$ cat src/design/fds_pkg.sv
`timescale 1ns / 1ps
// ----------------------------------------------------------------------------
// fds_pkg: shared types and constants of the disk request scheduler
// Default sizes, the controller state type and the command and status
// bundles that pass between the controller and the datapath.
// ----------------------------------------------------------------------------
package fds_pkg;

    localparam int DEF_QUEUE_DEPTH = 16;
    localparam int DEF_TRACK_BITS  = 12;
    localparam int OP_BITS         = 16;

    // Input item kinds.
    localparam logic KIND_ADD   = 1'b0;
    localparam logic KIND_FETCH = 1'b1;

    typedef enum logic [2:0] {
        ST_IDLE,
        ST_DIST,
        ST_DIR,
        ST_SCAN,
        ST_FIN
    } t_state;

    // Commands from the controller to the datapath.
    typedef struct packed {
        logic add;
        logic nogrant;
        logic fetch;
        logic spread;
        logic dir;
        logic scan;
        logic fin;
    } t_cmd;

    // Status from the datapath to the controller.
    typedef struct packed {
        logic pending;
        logic ud_empty;
        logic last;
    } t_status;

endpackage

$ cat src/design/fds_if.sv
`timescale 1ns / 1ps
// ----------------------------------------------------------------------------
// fds_req_if / fds_grant_if: request and result channels
// Valid/ready channels carrying one request item and one result item.
// ----------------------------------------------------------------------------
interface fds_req_if #(
    parameter int TRACK_BITS = 12
);
    import fds_pkg::*;

    logic                  valid;
    logic                  ready;
    logic                  kind;
    logic [TRACK_BITS-1:0] track;
    logic [OP_BITS-1:0]    op_index;
    logic [TRACK_BITS-1:0] head_track;

    modport source (output valid, kind, track, op_index, head_track, input ready);
    modport sink   (input valid, kind, track, op_index, head_track, output ready);
endinterface

interface fds_grant_if #(
    parameter int TRACK_BITS = 12
);
    import fds_pkg::*;

    logic                  valid;
    logic                  ready;
    logic                  grant_valid;
    logic [TRACK_BITS-1:0] grant_track;
    logic [OP_BITS-1:0]    grant_op_index;
    logic                  moving_up;
    logic                  still_pending;
    logic                  add_rejected;

    modport source (output valid, grant_valid, grant_track, grant_op_index, moving_up,
                    still_pending, add_rejected, input ready);
    modport sink   (input valid, grant_valid, grant_track, grant_op_index, moving_up,
                    still_pending, add_rejected, output ready);
endinterface

$ cat src/design/fds_ctrl.sv
`timescale 1ns / 1ps
// ----------------------------------------------------------------------------
// fds_ctrl: scheduler controller
// Answers adds while idle and sequences a fetch through distribution, direction
// update, scan and grant, and owns the input ready and the output valid.
// ----------------------------------------------------------------------------
module fds_ctrl (
    input  logic             i_clk,
    input  logic             i_rst_n,
    input  logic             i_in_valid,
    input  logic             i_in_kind,
    input  logic             i_out_ready,
    input  fds_pkg::t_status i_status,
    output logic             o_in_ready,
    output logic             o_out_valid,
    output fds_pkg::t_cmd    o_cmd,
    output fds_pkg::t_state  o_state
);
    import fds_pkg::*;

    t_state r_state, n_state;
    logic   r_out_valid, n_out_valid;
    logic   w_accept;

    // State and output-valid registers.
    always_ff @(posedge i_clk) begin
        if (!i_rst_n) begin
            r_state     <= ST_IDLE;
            r_out_valid <= 1'b0;
        end else begin
            r_state     <= n_state;
            r_out_valid <= n_out_valid;
        end
    end

    assign o_in_ready = (r_state == ST_IDLE) && (!r_out_valid || i_out_ready);
    assign w_accept   = o_in_ready && i_in_valid;

    // Next state and commands.
    always_comb begin
        n_state     = r_state;
        n_out_valid = r_out_valid && !i_out_ready;
        o_cmd       = '0;
        unique case (r_state)
            ST_IDLE: begin
                if (w_accept) begin
                    if (i_in_kind == KIND_ADD) begin
                        o_cmd.add   = 1'b1;
                        n_out_valid = 1'b1;
                    end else if (!i_status.pending) begin
                        o_cmd.nogrant = 1'b1;
                        n_out_valid   = 1'b1;
                    end else begin
                        o_cmd.fetch = 1'b1;
                        n_state     = i_status.ud_empty ? ST_DIST : ST_DIR;
                    end
                end
            end
            ST_DIST: begin
                o_cmd.spread = 1'b1;
                if (i_status.last) begin
                    n_state = ST_DIR;
                end
            end
            ST_DIR: begin
                o_cmd.dir = 1'b1;
                n_state   = ST_SCAN;
            end
            ST_SCAN: begin
                o_cmd.scan = 1'b1;
                if (i_status.last) begin
                    n_state = ST_FIN;
                end
            end
            ST_FIN: begin
                o_cmd.fin   = 1'b1;
                n_out_valid = 1'b1;
                n_state     = ST_IDLE;
            end
            default: begin
                n_state = ST_IDLE;
            end
        endcase
    end

    assign o_out_valid = r_out_valid;
    assign o_state     = r_state;
endmodule

$ cat src/design/fds_datapath.sv
`timescale 1ns / 1ps
// ----------------------------------------------------------------------------
// fds_datapath: request stores, nearest-track scan and result register
// Holds the hold, upward and downward stores, walks them one entry per
// cycle under controller commands and registers the result item.
// ----------------------------------------------------------------------------
module fds_datapath #(
    parameter int QUEUE_DEPTH = 16,
    parameter int TRACK_BITS  = 12
) (
    input  logic                       i_clk,
    input  logic                       i_rst_n,
    input  fds_pkg::t_cmd              i_cmd,
    input  logic [TRACK_BITS-1:0]      i_track,
    input  logic [fds_pkg::OP_BITS-1:0] i_op_index,
    input  logic [TRACK_BITS-1:0]      i_head_track,
    output fds_pkg::t_status           o_status,
    output logic                       o_grant_valid,
    output logic [TRACK_BITS-1:0]      o_grant_track,
    output logic [fds_pkg::OP_BITS-1:0] o_grant_op_index,
    output logic                       o_moving_up,
    output logic                       o_still_pending,
    output logic                       o_add_rejected
);
    import fds_pkg::*;

    localparam int IW = $clog2(QUEUE_DEPTH);
    localparam int CW = $clog2(QUEUE_DEPTH + 1);

    // Hold store is kept packed with a count; up and down use valid bits.
    logic [TRACK_BITS-1:0]  r_hold_trk [QUEUE_DEPTH];
    logic [OP_BITS-1:0]     r_hold_op  [QUEUE_DEPTH];
    logic [TRACK_BITS-1:0]  r_up_trk   [QUEUE_DEPTH];
    logic [OP_BITS-1:0]     r_up_op    [QUEUE_DEPTH];
    logic [TRACK_BITS-1:0]  r_dn_trk   [QUEUE_DEPTH];
    logic [OP_BITS-1:0]     r_dn_op    [QUEUE_DEPTH];
    logic [QUEUE_DEPTH-1:0] r_up_v, n_up_v;
    logic [QUEUE_DEPTH-1:0] r_dn_v, n_dn_v;
    logic [CW-1:0]          r_hold_cnt;
    logic                   r_sweep_up;
    logic [IW-1:0]          r_idx;
    logic [TRACK_BITS-1:0]  r_head;

    // Best candidate of the running scan.
    logic                   r_found;
    logic [IW-1:0]          r_best;
    logic [TRACK_BITS-1:0]  r_best_trk;
    logic [OP_BITS-1:0]     r_best_op;
    logic [TRACK_BITS-1:0]  r_best_d;

    logic                   w_full;
    logic                   w_last;
    logic [TRACK_BITS-1:0]  w_hold_t;
    logic                   w_hold_in;
    logic                   w_act_v;
    logic [TRACK_BITS-1:0]  w_act_t;
    logic [OP_BITS-1:0]     w_act_o;
    logic [TRACK_BITS-1:0]  w_d;
    logic                   w_better;

    assign w_full    = (r_hold_cnt == CW'(QUEUE_DEPTH));
    assign w_last    = (r_idx == IW'(QUEUE_DEPTH - 1));
    assign w_hold_t  = r_hold_trk[r_idx];
    assign w_hold_in = (CW'(r_idx) < r_hold_cnt);

    // Current entry of the active store and its distance to the head.
    assign w_act_v  = r_sweep_up ? r_up_v[r_idx] : r_dn_v[r_idx];
    assign w_act_t  = r_sweep_up ? r_up_trk[r_idx] : r_dn_trk[r_idx];
    assign w_act_o  = r_sweep_up ? r_up_op[r_idx] : r_dn_op[r_idx];
    assign w_d      = (w_act_t >= r_head) ? (w_act_t - r_head) : (r_head - w_act_t);
    assign w_better = w_act_v && (!r_found || (w_d < r_best_d) ||
                      ((w_d == r_best_d) && (w_act_o < r_best_op)));

    // Valid bits after the grant removes its entry.
    always_comb begin
        n_up_v = r_up_v;
        n_dn_v = r_dn_v;
        if (r_sweep_up) begin
            n_up_v[r_best] = 1'b0;
        end else begin
            n_dn_v[r_best] = 1'b0;
        end
    end

    // Store payloads.
    always_ff @(posedge i_clk) begin
        if (i_cmd.add && !w_full) begin
            r_hold_trk[r_hold_cnt[IW-1:0]] <= i_track;
            r_hold_op[r_hold_cnt[IW-1:0]]  <= i_op_index;
        end
        if (i_cmd.spread) begin
            r_up_trk[r_idx] <= w_hold_t;
            r_up_op[r_idx]  <= r_hold_op[r_idx];
            r_dn_trk[r_idx] <= w_hold_t;
            r_dn_op[r_idx]  <= r_hold_op[r_idx];
        end
    end

    // Control state: counts, valid bits, direction and step counter.
    always_ff @(posedge i_clk) begin
        if (!i_rst_n) begin
            r_hold_cnt <= '0;
            r_up_v     <= '0;
            r_dn_v     <= '0;
            r_sweep_up <= 1'b1;
            r_idx      <= '0;
            r_found    <= 1'b0;
        end else begin
            if (i_cmd.add && !w_full) begin
                r_hold_cnt <= r_hold_cnt + CW'(1);
            end
            if (i_cmd.fetch) begin
                r_idx <= '0;
            end
            if (i_cmd.spread) begin
                r_up_v[r_idx] <= w_hold_in && ((w_hold_t > r_head) ||
                                 ((w_hold_t == r_head) && r_sweep_up));
                r_dn_v[r_idx] <= w_hold_in && ((w_hold_t < r_head) ||
                                 ((w_hold_t == r_head) && !r_sweep_up));
                r_idx <= w_last ? '0 : r_idx + IW'(1);
                if (w_last) begin
                    r_hold_cnt <= '0;
                end
            end
            if (i_cmd.dir) begin
                r_found <= 1'b0;
                if (r_sweep_up && (r_up_v == '0)) begin
                    r_sweep_up <= 1'b0;
                end else if (!r_sweep_up && (r_dn_v == '0)) begin
                    r_sweep_up <= 1'b1;
                end
            end
            if (i_cmd.scan) begin
                r_idx <= w_last ? '0 : r_idx + IW'(1);
                if (w_better) begin
                    r_found <= 1'b1;
                end
            end
            if (i_cmd.fin && r_found) begin
                r_up_v <= n_up_v;
                r_dn_v <= n_dn_v;
            end
        end
    end

    // Head and best-candidate payload.
    always_ff @(posedge i_clk) begin
        if (i_cmd.fetch) begin
            r_head <= i_head_track;
        end
        if (i_cmd.scan && w_better) begin
            r_best     <= r_idx;
            r_best_trk <= w_act_t;
            r_best_op  <= w_act_o;
            r_best_d   <= w_d;
        end
    end

    // Result register.
    always_ff @(posedge i_clk) begin
        if (i_cmd.add) begin
            o_grant_valid    <= 1'b0;
            o_grant_track    <= '0;
            o_grant_op_index <= '0;
            o_moving_up      <= r_sweep_up;
            o_still_pending  <= 1'b1;
            o_add_rejected   <= w_full;
        end else if (i_cmd.nogrant) begin
            o_grant_valid    <= 1'b0;
            o_grant_track    <= '0;
            o_grant_op_index <= '0;
            o_moving_up      <= r_sweep_up;
            o_still_pending  <= 1'b0;
            o_add_rejected   <= 1'b0;
        end else if (i_cmd.fin) begin
            o_grant_valid    <= r_found;
            o_grant_track    <= r_found ? r_best_trk : '0;
            o_grant_op_index <= r_found ? r_best_op : '0;
            o_moving_up      <= r_sweep_up;
            o_still_pending  <= (r_hold_cnt != '0) ||
                                (r_found ? ((n_up_v | n_dn_v) != '0)
                                         : ((r_up_v | r_dn_v) != '0));
            o_add_rejected   <= 1'b0;
        end
    end

    assign o_status.pending  = (r_hold_cnt != '0) || (r_up_v != '0) || (r_dn_v != '0);
    assign o_status.ud_empty = (r_up_v == '0) && (r_dn_v == '0);
    assign o_status.last     = w_last;
endmodule

$ cat src/design/flook_disk_scheduler.sv
`timescale 1ns / 1ps
// An add, or a fetch with nothing pending, is answered from the idle state;
// any other fetch first walks the hold store into the up and down stores when
// both are empty, then updates the direction, scans one store and answers.
// The walks cover one entry per cycle; requests are taken only while idle.
// Synchronous active-low reset empties all stores and sets direction up.
// ----------------------------------------------------------------------------
// flook_disk_scheduler: FLOOK disk request scheduler
// Collects requests and grants, on each fetch, the nearest request in the
// current sweep direction.
// ----------------------------------------------------------------------------
module flook_disk_scheduler #(
    parameter int QUEUE_DEPTH = fds_pkg::DEF_QUEUE_DEPTH,
    parameter int TRACK_BITS  = fds_pkg::DEF_TRACK_BITS
) (
    input  logic         i_clk,
    input  logic         i_rst_n,
    fds_req_if.sink      i_req,
    fds_grant_if.source  o_grant
);
    import fds_pkg::*;

    t_cmd    w_cmd;
    t_status w_status;
    t_state  w_state;
    logic    w_out_valid;

    fds_ctrl u_ctrl (
        .i_clk       (i_clk),
        .i_rst_n     (i_rst_n),
        .i_in_valid  (i_req.valid),
        .i_in_kind   (i_req.kind),
        .i_out_ready (o_grant.ready),
        .i_status    (w_status),
        .o_in_ready  (i_req.ready),
        .o_out_valid (w_out_valid),
        .o_cmd       (w_cmd),
        .o_state     (w_state)
    );

    fds_datapath #(
        .QUEUE_DEPTH (QUEUE_DEPTH),
        .TRACK_BITS  (TRACK_BITS)
    ) u_datapath (
        .i_clk            (i_clk),
        .i_rst_n          (i_rst_n),
        .i_cmd            (w_cmd),
        .i_track          (i_req.track),
        .i_op_index       (i_req.op_index),
        .i_head_track     (i_req.head_track),
        .o_status         (w_status),
        .o_grant_valid    (o_grant.grant_valid),
        .o_grant_track    (o_grant.grant_track),
        .o_grant_op_index (o_grant.grant_op_index),
        .o_moving_up      (o_grant.moving_up),
        .o_still_pending  (o_grant.still_pending),
        .o_add_rejected   (o_grant.add_rejected)
    );

    assign o_grant.valid = w_out_valid;

    // No result is shown while a fetch is being worked on.
    a_busy_no_out: assert property (@(posedge i_clk) disable iff (!i_rst_n)
        (w_state != ST_IDLE) |-> !w_out_valid)
        else $error("result valid while a fetch is in progress");

    // The scan only runs when a directional store holds a request.
    a_scan_nonempty: assert property (@(posedge i_clk) disable iff (!i_rst_n)
        (w_state == ST_SCAN) |-> !w_status.ud_empty)
        else $error("scan started with empty directional stores");

    // A fetch that found work always ends in a grant.
    a_fin_grants: assert property (@(posedge i_clk) disable iff (!i_rst_n)
        w_cmd.fin |=> (w_out_valid && o_grant.grant_valid))
        else $error("fetch with pending requests gave no grant");

    // An add result always reports pending requests.
    a_add_pending: assert property (@(posedge i_clk) disable iff (!i_rst_n)
        w_cmd.add |=> o_grant.still_pending)
        else $error("add result reports nothing pending");
endmodule
$ cat src/flat_wrapper.sv
// flat-port wrapper written by rule: the top's interface ports become plain ports
module flook_disk_scheduler_flat import fds_pkg::*;
#(
    parameter int QUEUE_DEPTH = fds_pkg::DEF_QUEUE_DEPTH,
    parameter int TRACK_BITS  = fds_pkg::DEF_TRACK_BITS
)
  (i_clk, i_rst_n, i_req_valid, i_req_kind, i_req_track, i_req_op_index, i_req_head_track, i_req_ready, o_grant_valid, o_grant_grant_valid, o_grant_grant_track, o_grant_grant_op_index, o_grant_moving_up, o_grant_still_pending, o_grant_add_rejected, o_grant_ready);
  fds_req_if #(.TRACK_BITS(TRACK_BITS)) i_req_i ();
  fds_grant_if #(.TRACK_BITS(TRACK_BITS)) o_grant_i ();
  input  logic i_clk;
  input  logic i_rst_n;
  input wire logic [$bits(i_req_i.valid)-1:0] i_req_valid;
  input wire logic [$bits(i_req_i.kind)-1:0] i_req_kind;
  input wire logic [$bits(i_req_i.track)-1:0] i_req_track;
  input wire logic [$bits(i_req_i.op_index)-1:0] i_req_op_index;
  input wire logic [$bits(i_req_i.head_track)-1:0] i_req_head_track;
  output wire logic [$bits(i_req_i.ready)-1:0] i_req_ready;
  output wire logic [$bits(o_grant_i.valid)-1:0] o_grant_valid;
  output wire logic [$bits(o_grant_i.grant_valid)-1:0] o_grant_grant_valid;
  output wire logic [$bits(o_grant_i.grant_track)-1:0] o_grant_grant_track;
  output wire logic [$bits(o_grant_i.grant_op_index)-1:0] o_grant_grant_op_index;
  output wire logic [$bits(o_grant_i.moving_up)-1:0] o_grant_moving_up;
  output wire logic [$bits(o_grant_i.still_pending)-1:0] o_grant_still_pending;
  output wire logic [$bits(o_grant_i.add_rejected)-1:0] o_grant_add_rejected;
  input wire logic [$bits(o_grant_i.ready)-1:0] o_grant_ready;
  assign i_req_i.valid = i_req_valid;
  assign i_req_i.kind = i_req_kind;
  assign i_req_i.track = i_req_track;
  assign i_req_i.op_index = i_req_op_index;
  assign i_req_i.head_track = i_req_head_track;
  assign i_req_ready = i_req_i.ready;
  assign o_grant_valid = o_grant_i.valid;
  assign o_grant_grant_valid = o_grant_i.grant_valid;
  assign o_grant_grant_track = o_grant_i.grant_track;
  assign o_grant_grant_op_index = o_grant_i.grant_op_index;
  assign o_grant_moving_up = o_grant_i.moving_up;
  assign o_grant_still_pending = o_grant_i.still_pending;
  assign o_grant_add_rejected = o_grant_i.add_rejected;
  assign o_grant_i.ready = o_grant_ready;
  flook_disk_scheduler #(.QUEUE_DEPTH(QUEUE_DEPTH), .TRACK_BITS(TRACK_BITS)) u_core (.i_clk(i_clk), .i_rst_n(i_rst_n), .i_req(i_req_i), .o_grant(o_grant_i));
endmodule
$ cat config.mk
export PLATFORM = sky130hd
export DESIGN_NAME = flook_disk_scheduler_flat
export DESIGN_NICKNAME = d
export VERILOG_FILES = /design/src/design/fds_pkg.sv /design/src/design/fds_if.sv /design/src/design/fds_ctrl.sv /design/src/design/fds_datapath.sv /design/src/design/flook_disk_scheduler.sv /design/src/flat_wrapper.sv
export SDC_FILE = /design/constraint.sdc
export NUM_CORES = 1
export LEC_CHECK = 0
export BUFFER_PORTS_ARGS = -buffer_cell sky130_fd_sc_hd__buf_2
export CAP_MARGIN = 20
export CORE_AREA = 2 2 262 264
export DETAILED_ROUTE_END_ITERATION = 16
export DIE_AREA = 0 0 264 266
export PLACE_DENSITY = 0.79
export SLEW_MARGIN = 20
export SYNTH_ARGS = -nofsm -noshare
export SYNTH_HDL_FRONTEND = slang
export SYNTH_HIERARCHICAL = 1
export SYNTH_SLANG_ARGS = --single-unit
$ cat constraint.sdc
create_clock -name i_clk -period 7.3 [get_ports i_clk]
set_clock_uncertainty 0.1 [all_clocks]
set_input_delay 1.095 -clock i_clk [delete_from_list [all_inputs] [get_ports i_clk]]
set_output_delay 1.095 -clock i_clk [all_outputs]
set_load 0.005 [all_outputs]
### Word-level counts from Yosys, hierarchy flattened

Memory sizes are Yosys's and may differ from the RTL's. A register that Yosys moved wholly into a read port is not among the register bits.
Cells that the tools add are included.

* bits in latches: 0
* ROM bits: 0
* bits of input ports: 45
* bits in registers: 135
* output and inout bits: 34
* memories: 6
* RAM bits: 1344
* logic and storage cells: 183

* divide/modulo/power cells: 0
* shift operators: 0
* bitwise logic cells: 5
* reductions and logical operators: 46
* $lt $le $gt $ge: 10
* eq/ne operators: 13
* mux-type cells: 80
* $add $sub $neg: 4
* multiply operators: 0

Memory list
* u_core.u_datapath.r_dn_op: depth 16, width 16, rd ports 1, clocked after Yosys merged registers in 1, write ports 1, line fds_datapath.sv:36 `logic [OP_BITS-1:0] r_dn_op [QUEUE_DEPTH];`
* u_core.u_datapath.r_hold_op: depth 16, width 16, rd ports 1, clocked after Yosys merged registers in 1, write ports 1, line fds_datapath.sv:32 `logic [OP_BITS-1:0] r_hold_op [QUEUE_DEPTH];`
* u_core.u_datapath.r_up_op: depth 16, width 16, rd ports 1, clocked after Yosys merged registers in 1, write ports 1, line fds_datapath.sv:34 `logic [OP_BITS-1:0] r_up_op [QUEUE_DEPTH];`
* u_core.u_datapath.r_dn_trk: depth 16, width 12, rd ports 1, clocked after Yosys merged registers in 1, write ports 1, line fds_datapath.sv:35 `logic [TRACK_BITS-1:0] r_dn_trk [QUEUE_DEPTH];`
* u_core.u_datapath.r_hold_trk: depth 16, width 12, rd ports 1, clocked after Yosys merged registers in 1, write ports 1, line fds_datapath.sv:31 `logic [TRACK_BITS-1:0] r_hold_trk [QUEUE_DEPTH];`
* u_core.u_datapath.r_up_trk: depth 16, width 12, rd ports 1, clocked after Yosys merged registers in 1, write ports 1, line fds_datapath.sv:33 `logic [TRACK_BITS-1:0] r_up_trk [QUEUE_DEPTH];`

Operators with widths (number)
* $mux W16: 8
* $mux W4: 16
* $reduce_bool A16 Y1: 4
* $mux W12: 3
* $mux W1: 33
* $and A16 B16 Y16: 2
* $bwmux W16: 2
* $logic_not A16 Y1: 2
* $or A16 B16 Y16: 2
* $eq A12 B12 Y1: 2
* $lt A12 B12 Y1: 2
* $sub A12 B12 Y12: 2
* $mux W3: 7
* $logic_and A1 B1 Y1: 17
* $lt A16 B16 Y1: 1
* $not A16 Y16: 1
* $mux W5: 3
* $ge A12 B12 Y1: 1
* $gt A12 B12 Y1: 1
* $pmux W3 S4: 1
* $lt A4 B5 Y1 const B: 2
* $ne A2 B2 Y1 const B: 5
* $bmux W1 S4: 2
* $demux W1 S4: 2
* 20 further kinds: 37

### Longest topological paths before layout

Gate-level depths: netlist of run 1.

* word-level depth: 13
* mapped depth: 24
* gate-level depth less buffers: 21

### By module

Netlist of run 1, hierarchy kept.

By module, submodules not included
* fds_datapath: area each 41263.3 µm², cells each 2058, times used 1
* fds_ctrl: area each 297.8 µm², cells each 37, times used 1

### Worst setup path before layout of run 1

OpenSTA, ideal clock, no wires.

* path kind: register to register
* start point: register (tool-made name)
* end point: register u_core.u_datapath.r_best[0] (enable)
* clock period less this slack: 6.556 ns
* setup time: 0.406 ns
* slack: 0.744 ns
* required time: 6.794 ns
* cell stages (with the launch flop): 25
* arrival: 6.050 ns
* path through: dfxtp_1 > buf_6 > clkbuf_1 > clkbuf_1 > mux4_2 > mux4_2 > inv_1 > ha_1 > inv_1 > fa_1 > a21o_1 > a21oi_1 > a21o_1 > a21oi_1 > buf_2 > a21oi_1 > xor2_1 > ha_1 > a211oi_1 > o21bai_1 > a21o_1 > a221oi_1 > o21ai_0 > o311ai_2 > and3_1

RTL lines
* end signal: assignment: line fds_datapath.sv:152 `r_best <= r_idx;`
* end: declaration: line fds_datapath.sv:46 `logic [IW-1:0] r_best;`

==> results of run 1 <==
-- metal layers --
layer | part of all wire | GRT usage | vias up
met5 | 0.00023 | 0 | -
met4 | 0.032 | 0.0992 | 4
li1 | - | - | 8909
met1 | 0.37 | 0.385 | 11200
met2 | 0.50 | 0.473 | 1236
met3 | 0.093 | 0.0605 | 225
-- cells by family (layout without fill, tap and decap cells) --
group	count (synthesis)	in the layout	synth area share
other	0	2	0
AND/OR/NAND/NOR	278	278	0.0325
multiplexers	302	302	0.160
adder cells (fa/ha/maj)	75	75	0.0229
buffers and inverters	170	378	0.0171
XOR/XNOR	14	14	0.00295
AO/OA/AOI/OAI	221	221	0.0364
flip-flops	1035	1035	0.728
-- worst reg2reg max path, delay by kind of cell, from the launching register on --
family	cells	cell delay [ps]
xor+xnor	1	200
fa+ha+maj	2	750
buf+inv	2	570
simple gates	2	680
compound gates	11	2450
mux	2	1020
flops	1	560
-- final cells by class --
| cell class | count | area, um^2 | area share |
|---|---|---|---|
| tap | 882 | 1100 | 0.0237 |
| inverter | 68 | 255 | 0.00549 |
| clock inverter | 51 | 539 | 0.0116 |
| sequential | 1035 | 30300 | 0.651 |
| multi-input combinational | 890 | 10800 | 0.232 |
| antenna | 2 | 5.00 | 0.000108 |
| timing repair buffer | 129 | 831 | 0.0179 |
| clock buffer | 130 | 2680 | 0.0576 |
-- synth_stat cells, types with 5 or more instances --
library cell,instances,area [um^2]
o21ai_1,40,200
a211oi_1,8,60.1
mux4_2,286,6440
nand2_1,61,229
xnor2_1,11,96.3
nand4_1,26,163
a21o_1,17,128
mux2_2,5,56.3
nor2_1,88,330
dfxtp_1,81,1620
nand2b_1,13,81.3
o21ai_0,13,65.1
and3_1,7,43.8
mux2i_1,8,80.1
buf_2,30,150
o2111ai_1,19,166
a31oi_1,5,31.3
inv_1,68,255
o21bai_1,6,45.0
ha_1,73,913
a21oi_1,42,210
edfxtp_1,954,28600
buf_1,8,30.0
nor3_1,17,85.1
o22ai_1,8,50.1
a22o_1,29,254
nor2b_1,8,50.1
clkbuf_1,58,218
o31ai_1,5,37.5
nand3_1,28,140
nor4_1,11,68.8
-- flip-flops by register name, indices dropped and copies added (netlist names), 16 cells and up, named ones only --
register,count
u_core/u_datapath/r_up_op,240
u_core/u_datapath/r_up_v,16
u_core/u_datapath/r_dn_op,16
u_core/u_datapath/r_up_trk,132
u_core/u_datapath/r_best_op,16
u_core/u_datapath/o_grant_op_index,16
u_core/u_datapath/r_dn_trk,60
u_core/u_datapath/r_dn_v,16
u_core/u_datapath/r_hold_trk,192
u_core/u_datapath/r_hold_op,256
-- through the flow --
stage | cell area (um^2) | worst slack (ps)
final | 46500 | 673
after global routing | 46500 | 223
after CTS | 46500 | 638
after detailed placement | 43300 | 654
after global placement | 43300 | 686
after floorplan | 41600 | 744
-- final timing paths --
path	endpoint	slack, ps	cells past startpoint
max	u_core/u_datapath/r_best_trk[4]	670	20
min	u_core/u_datapath/o_grant_valid	350	1
max reg2reg	u_core/u_datapath/r_best_trk[4]	670	20
min reg2reg	u_core/u_datapath/o_grant_valid	350	1
-- power groups by stage --
stage	sequential [mW]	combinational [mW]	clock [mW]
6_report	6.55	0.576	5.10
5_1_grt	6.55	0.628	5.37
4_1_cts	6.55	0.574	5.17
3_5_place_dp	6.68	0.566	0
3_3_place_gp	6.68	0.544	0
2_1_floorplan	6.67	0.387	0
==> impl_metrics.ini, run 1 <==
[clock_tree]
cts_root_buf = clkbuf_16
clock_latency_ps = 670
cts.reportedPaths.clkPinSlew_ps = 60
h-tree-depth = 3
cts_setup_buffers = 0
cts.path.max_buffers = 3
cts.repair.resized = 0
cts_tree = yes
cts_buffers = 100
numClockSinks = 1035
postCtsHoldBufs = 0

[global_routing]
grt_max_degree = 161
antenna_found_initial = 7
grt_pass1_wl_mm = 145
grt-ovfl-total = 0
grt.total_usage = 0.286
grt_pass1_vias = 21900

[worst_setup_path]
crit_chain = buf_4 -> mux4_2 -> mux4_2 -> ha_1 -> a2111oi_0 -> o21ai_1 -> nor2_1 -> a21oi_1 -> a211oi_1 -> a21oi_1 -> xor2_1 -> ha_1 -> a211oi_1 -> o21bai_1 -> a21o_1 -> a221oi_1 -> o21ai_0 -> o311ai_2 -> and3_2 -> buf_12
slowest_delay_ps = 610
critical_path.slowest_cell = a2111oi_0
worstPathRequired_ps = 7540
crit_path_max_fanout = 25
arrival_ps = 6870
endpoint_kind = flip-flop
cpLargestDelayFamily = compound AO/OA/AOI/OAI gates
worst-path-buf-inv = 2
critPathKind = flip-flop to flip-flop
start_kind = flip-flop

[synth]
syn_inst = 2095
ys.flop_type = edfxtp_1
synth_edf_count = 954
ys_seq_elements = 1035
async_flop_share = 0
syn_area_per_cell_um2 = 19.8
ys_types = 66
ys_seq_area_frac = 0.728
yosysWarnings = 6
synth_area_mm2 = 0.0416
syn-num-nets = 2215

[finish]
final_layout_size_suffix_gt1_frac = 0.261
nets = 2344
nFillCells = 4065
fin_cells = 3187
final_common_cell = edfxtp_1
final_cell_mix = 954 x edfxtp_1, 286 x mux4_2, 102 x clkbuf_16, 78 x buf_2, 77 x dfxtp_1
areaGrowthSynthToFinish_pct = 11.9
fin_util = 0.687

[pwr]
cellInternalPower_mw = 9.67
p_switching_mw = 2.55
peakVddDrop_mv = 0.330
p_per_area_mw_per_mm2 = 263
power_mw = 12.2
power.share.sequential = 0.536
swShare = 0.209
pwr-share-clk = 0.417
leakage_nw = 14.8
pwr-share-comb = 0.047

[routing]
vias = 21500
post_drt_wl_per_cell_um = 31.0
firstDrtPassIters = 8
wl_mm = 98.9
final_antenna_net_count = 0
post_drt_via_cell_ratio = 6.76
route.detailed.drc = 0
drt-initial-drc-count = 2502

[sta]
min_period_over_period = 0.908
period_minus_slack_ps = 6630
final-setup-viol-count = 0
rsz0062_at_grt = no
drv_slew = 0
hold_viol_final = 0
worstMarginPinSlew_ps = 1290
holdWs_ps = 352
slew-limit-headroom = 0.138
final.setup.tns_ps = 0
max_freq_ghz = 0.151

[placement]
port-buffer-count = 78
dp_cells = 3003
globalplace.congestion = 0.917
dpl.hpwl_mm = 52.9

[min_path]
holdCritPathClass = flip-flop to flip-flop
min_from = u_core/u_datapath/o_grant_valid

[run]
cap_violations = 0

[die]
io_pins = 79
coreArea_mm2 = 0.0677
rows = 96
initial_core_util = 0.613
die_y_um = 266
dieArea_mm2 = 0.0702
die_w_um = 264

[status]
outcome = completed
Note: power is estimated with default switching activity, not from simulation.
==> run 2, diff against run 1 <==
ABC_AREA = 1   (was not set)
CORE_AREA = 2 2 330 332   (was 2 2 262 264)
DIE_AREA = 0 0 332 334   (was 0 0 264 266)
PLACE_DENSITY = not set   (was 0.79)
==> run 2 against run 1 <==
Against the previous run: cell area is 3.3% higher; clock power hardly changed; critical endpoint is now u_core/u_datapath/r_best_op[2]; setup slack better by 340 ps; total power is 34% higher; sequential share of layout area is 2.1 points lower; global-route usage is 8.2 points lower.
==> impl_metrics.ini, run 2 <==
[die]
dieArea_mm2 = 0.111
initial_core_util = 0.396
die_w_um = 332
die_y_um = 334
coreArea_mm2 = 0.108
io_pins = 79
rows = 121

[finish]
final_common_cell = edfxtp_1
nFillCells = 9884
nets = 3597
largest_register_ffs = 256
areaGrowthSynthToFinish_pct = 12.6
final_layout_size_suffix_gt1_frac = 0.102
final_cell_mix = 954 x edfxtp_1, 518 x nor2_1, 516 x o21ai_0, 283 x nand2_1, 165 x o221ai_1

[routing]
final_antenna_net_count = 0
drt-initial-drc-count = 3206
post_drt_wl_per_cell_um = 23.1
route.detailed.drc = 0
vias = 27900
post_drt_via_cell_ratio = 5.61
firstDrtPassIters = 6
wl_mm = 115

[synth]
synthTopCellsByArea = edfxtp_1 67%, o21ai_0 6.1%, nor2_1 4.8%
ys.flop_type = edfxtp_1
ys_seq_elements = 1035
synth_most_common_cell = edfxtp_1
synth_area_mm2 = 0.0427
syn_area_per_cell_um2 = 12.4
synth_edf_count = 954
async_flop_share = 0
ys_seq_area_frac = 0.709
yosysWarnings = 6
yosys.area.top_type = edfxtp_1
ys_types = 52
syn_inst = 3445
synth_top_area_share = 0.671
syn-num-nets = 3565
netlist_top_cells_count = 954 x edfxtp_1, 546 x nor2_1, 516 x o21ai_0, 283 x nand2_1, 168 x clkbuf_1

[sta]
drv_slew = 0
rsz0062_at_grt = no
slew-limit-headroom = 0.320
final-setup-viol-count = 0
setup_ws_ps = 1010
worstMarginPinSlew_ps = 1010
min_period_over_period = 0.861
max_freq_ghz = 0.159
hold_viol_final = 0
final.setup.tns_ps = 0
period_minus_slack_ps = 6290

[placement]
globalplace.congestion = 0.918
port-buffer-count = 78
dp_slack_ps = 1120
dpl.hpwl_mm = 61.8

[pwr]
leakage_nw = 16.0
cellInternalPower_mw = 11.0
swShare = 0.327
peakVddDrop_mv = 0.198
p_switching_mw = 5.35
pwr-share-comb = 0.249
p_per_area_mw_per_mm2 = 341
power.share.sequential = 0.438
pwr-share-clk = 0.313

[global_routing]
grt.total_usage = 0.204
antenna_found_initial = 10
use_met3 = 0.0307
use_met2 = 0.335
met1_usage = 0.285
grt-ovfl-total = 0
gr-max-usage-layer = met2
grt_pass1_wl_mm = 172
grt_max_degree = 196
grt_pass1_vias = 26800

[worst_setup_path]
worstPathRequired_ps = 7580
arrival_ps = 6570
critPathKind = flip-flop to flip-flop
endpoint_kind = flip-flop
crit_path_max_fanout = 195
reg2reg_depth = 26
start_kind = flip-flop

[clock_tree]
cts.repair.resized = 0
cts_setup_buffers = 0
cts.reportedPaths.clkPinSlew_ps = 60
cts_root_buf = clkbuf_16
numClockSinks = 1035
h-tree-depth = 3
clock_latency_ps = 710
cts_tree = yes
cts_buffers = 105
postCtsHoldBufs = 0
cts.path.max_buffers = 3

[min_path]
holdCritPathClass = flip-flop to flip-flop
min_path_cells = 2

[run]
cap_violations = 0

[status]
outcome = completed
[run 2: cell types whose count changed after synthesis, sizes merged, moves of 94 or more]
cell    delta
clkbuf   +110
nor2     +459
o221ai   +162
nand2    +223
mux4     -288
nand3     +94
o21ai    +471
[run 2: kinds of logic after synthesis]
family | share of synthesized area
AOI/OAI and AO/OA | 0.132
xor gates and xnor gates | 0.00287
adders and majority gates | 0.0223
buffers and inverters | 0.0339
DFF | 0.709
muxes | 0.000235
and+or+nand+nor | 0.0996
[run 2: critical path, cell delays in order, from the launching register on]
cell,delay [ps]
dfxtp_4,390
buf_12,600
o21ai_0,210
o221ai_1,290
nand3_1,110
nand2_1,170
ha_1,340
a21oi_1,230
inv_1,60
a21oi_1,170
nand3b_1,150
nand3_2,270
inv_1,320
nand2_1,100
nand2_1,80
xor2_1,160
inv_1,80
ha_1,310
nand4_1,150
nor3_1,370
o211ai_1,150
a31oi_1,170
nand2_1,110
nand2_1,90
nand2_1,90
inv_2,300
buf_12,260
[run 2: metal layers]
layer  routed length (um)  part of all wire  up-vias
met5                   45           0.00039        -
met4                 2720             0.024        8
met3                 7500             0.065      190
met2                54700              0.48      975
met1                50100              0.44    13900
li1                     -                 -    12900
[run 2: per-stage QoR]
stage / utilization / cells / hold WS, ps / power [mW] / area [um^2]
floorplan: - / 3445 / 342 / 9.97 / 42700
global placement: 0.415 / 4783 / 347 / 11.3 / 44700
detailed placement: 0.415 / 4784 / 354 / 11.3 / 44800
CTS: 0.446 / 4979 / 369 / 16.4 / 48000
global route: 0.446 / 4980 / 386 / 17.2 / 48000
finish: 0.446 / 4980 / 370 / 16.4 / 48000
[run 2: area by class of cell]
class / instances / area, um^2 / area share
Sequential cell: 1035 / 30300 / 0.630
Multi-Input combinational cell: 2045 / 11200 / 0.233
Clock buffer: 133 / 2770 / 0.0577
Tap cell: 1414 / 1770 / 0.0368
Timing Repair Buffer: 141 / 933 / 0.0194
Inverter: 149 / 578 / 0.0120
Clock inverter: 62 / 507 / 0.0105
Antenna cell: 1 / 2.50 / 0.0000521
[run 2: path summary, 6_finish.rpt]
kind | start | to | slack [ps]
setup / recovery | flip-flop | u_core/u_datapath/r_best_op[2] | 1010
hold / removal | u_core/u_datapath/o_grant_valid | u_core/u_datapath/o_grant_valid | 370
setup reg to reg | flip-flop | u_core/u_datapath/r_best_op[2] | 1010
hold reg to reg | u_core/u_datapath/o_grant_valid | u_core/u_datapath/o_grant_valid | 370
[run 2: power groups by stage]
stage / Combinational [mW] / Clock, mW / Sequential [mW]
after floorplan: 2.73 / 0 / 7.25
after global placement: 4.00 / 0 / 7.29
after detailed placement: 4.04 / 0 / 7.30
after CTS: 4.06 / 5.21 / 7.17
after global routing: 4.54 / 5.44 / 7.18
final: 4.07 / 5.12 / 7.17
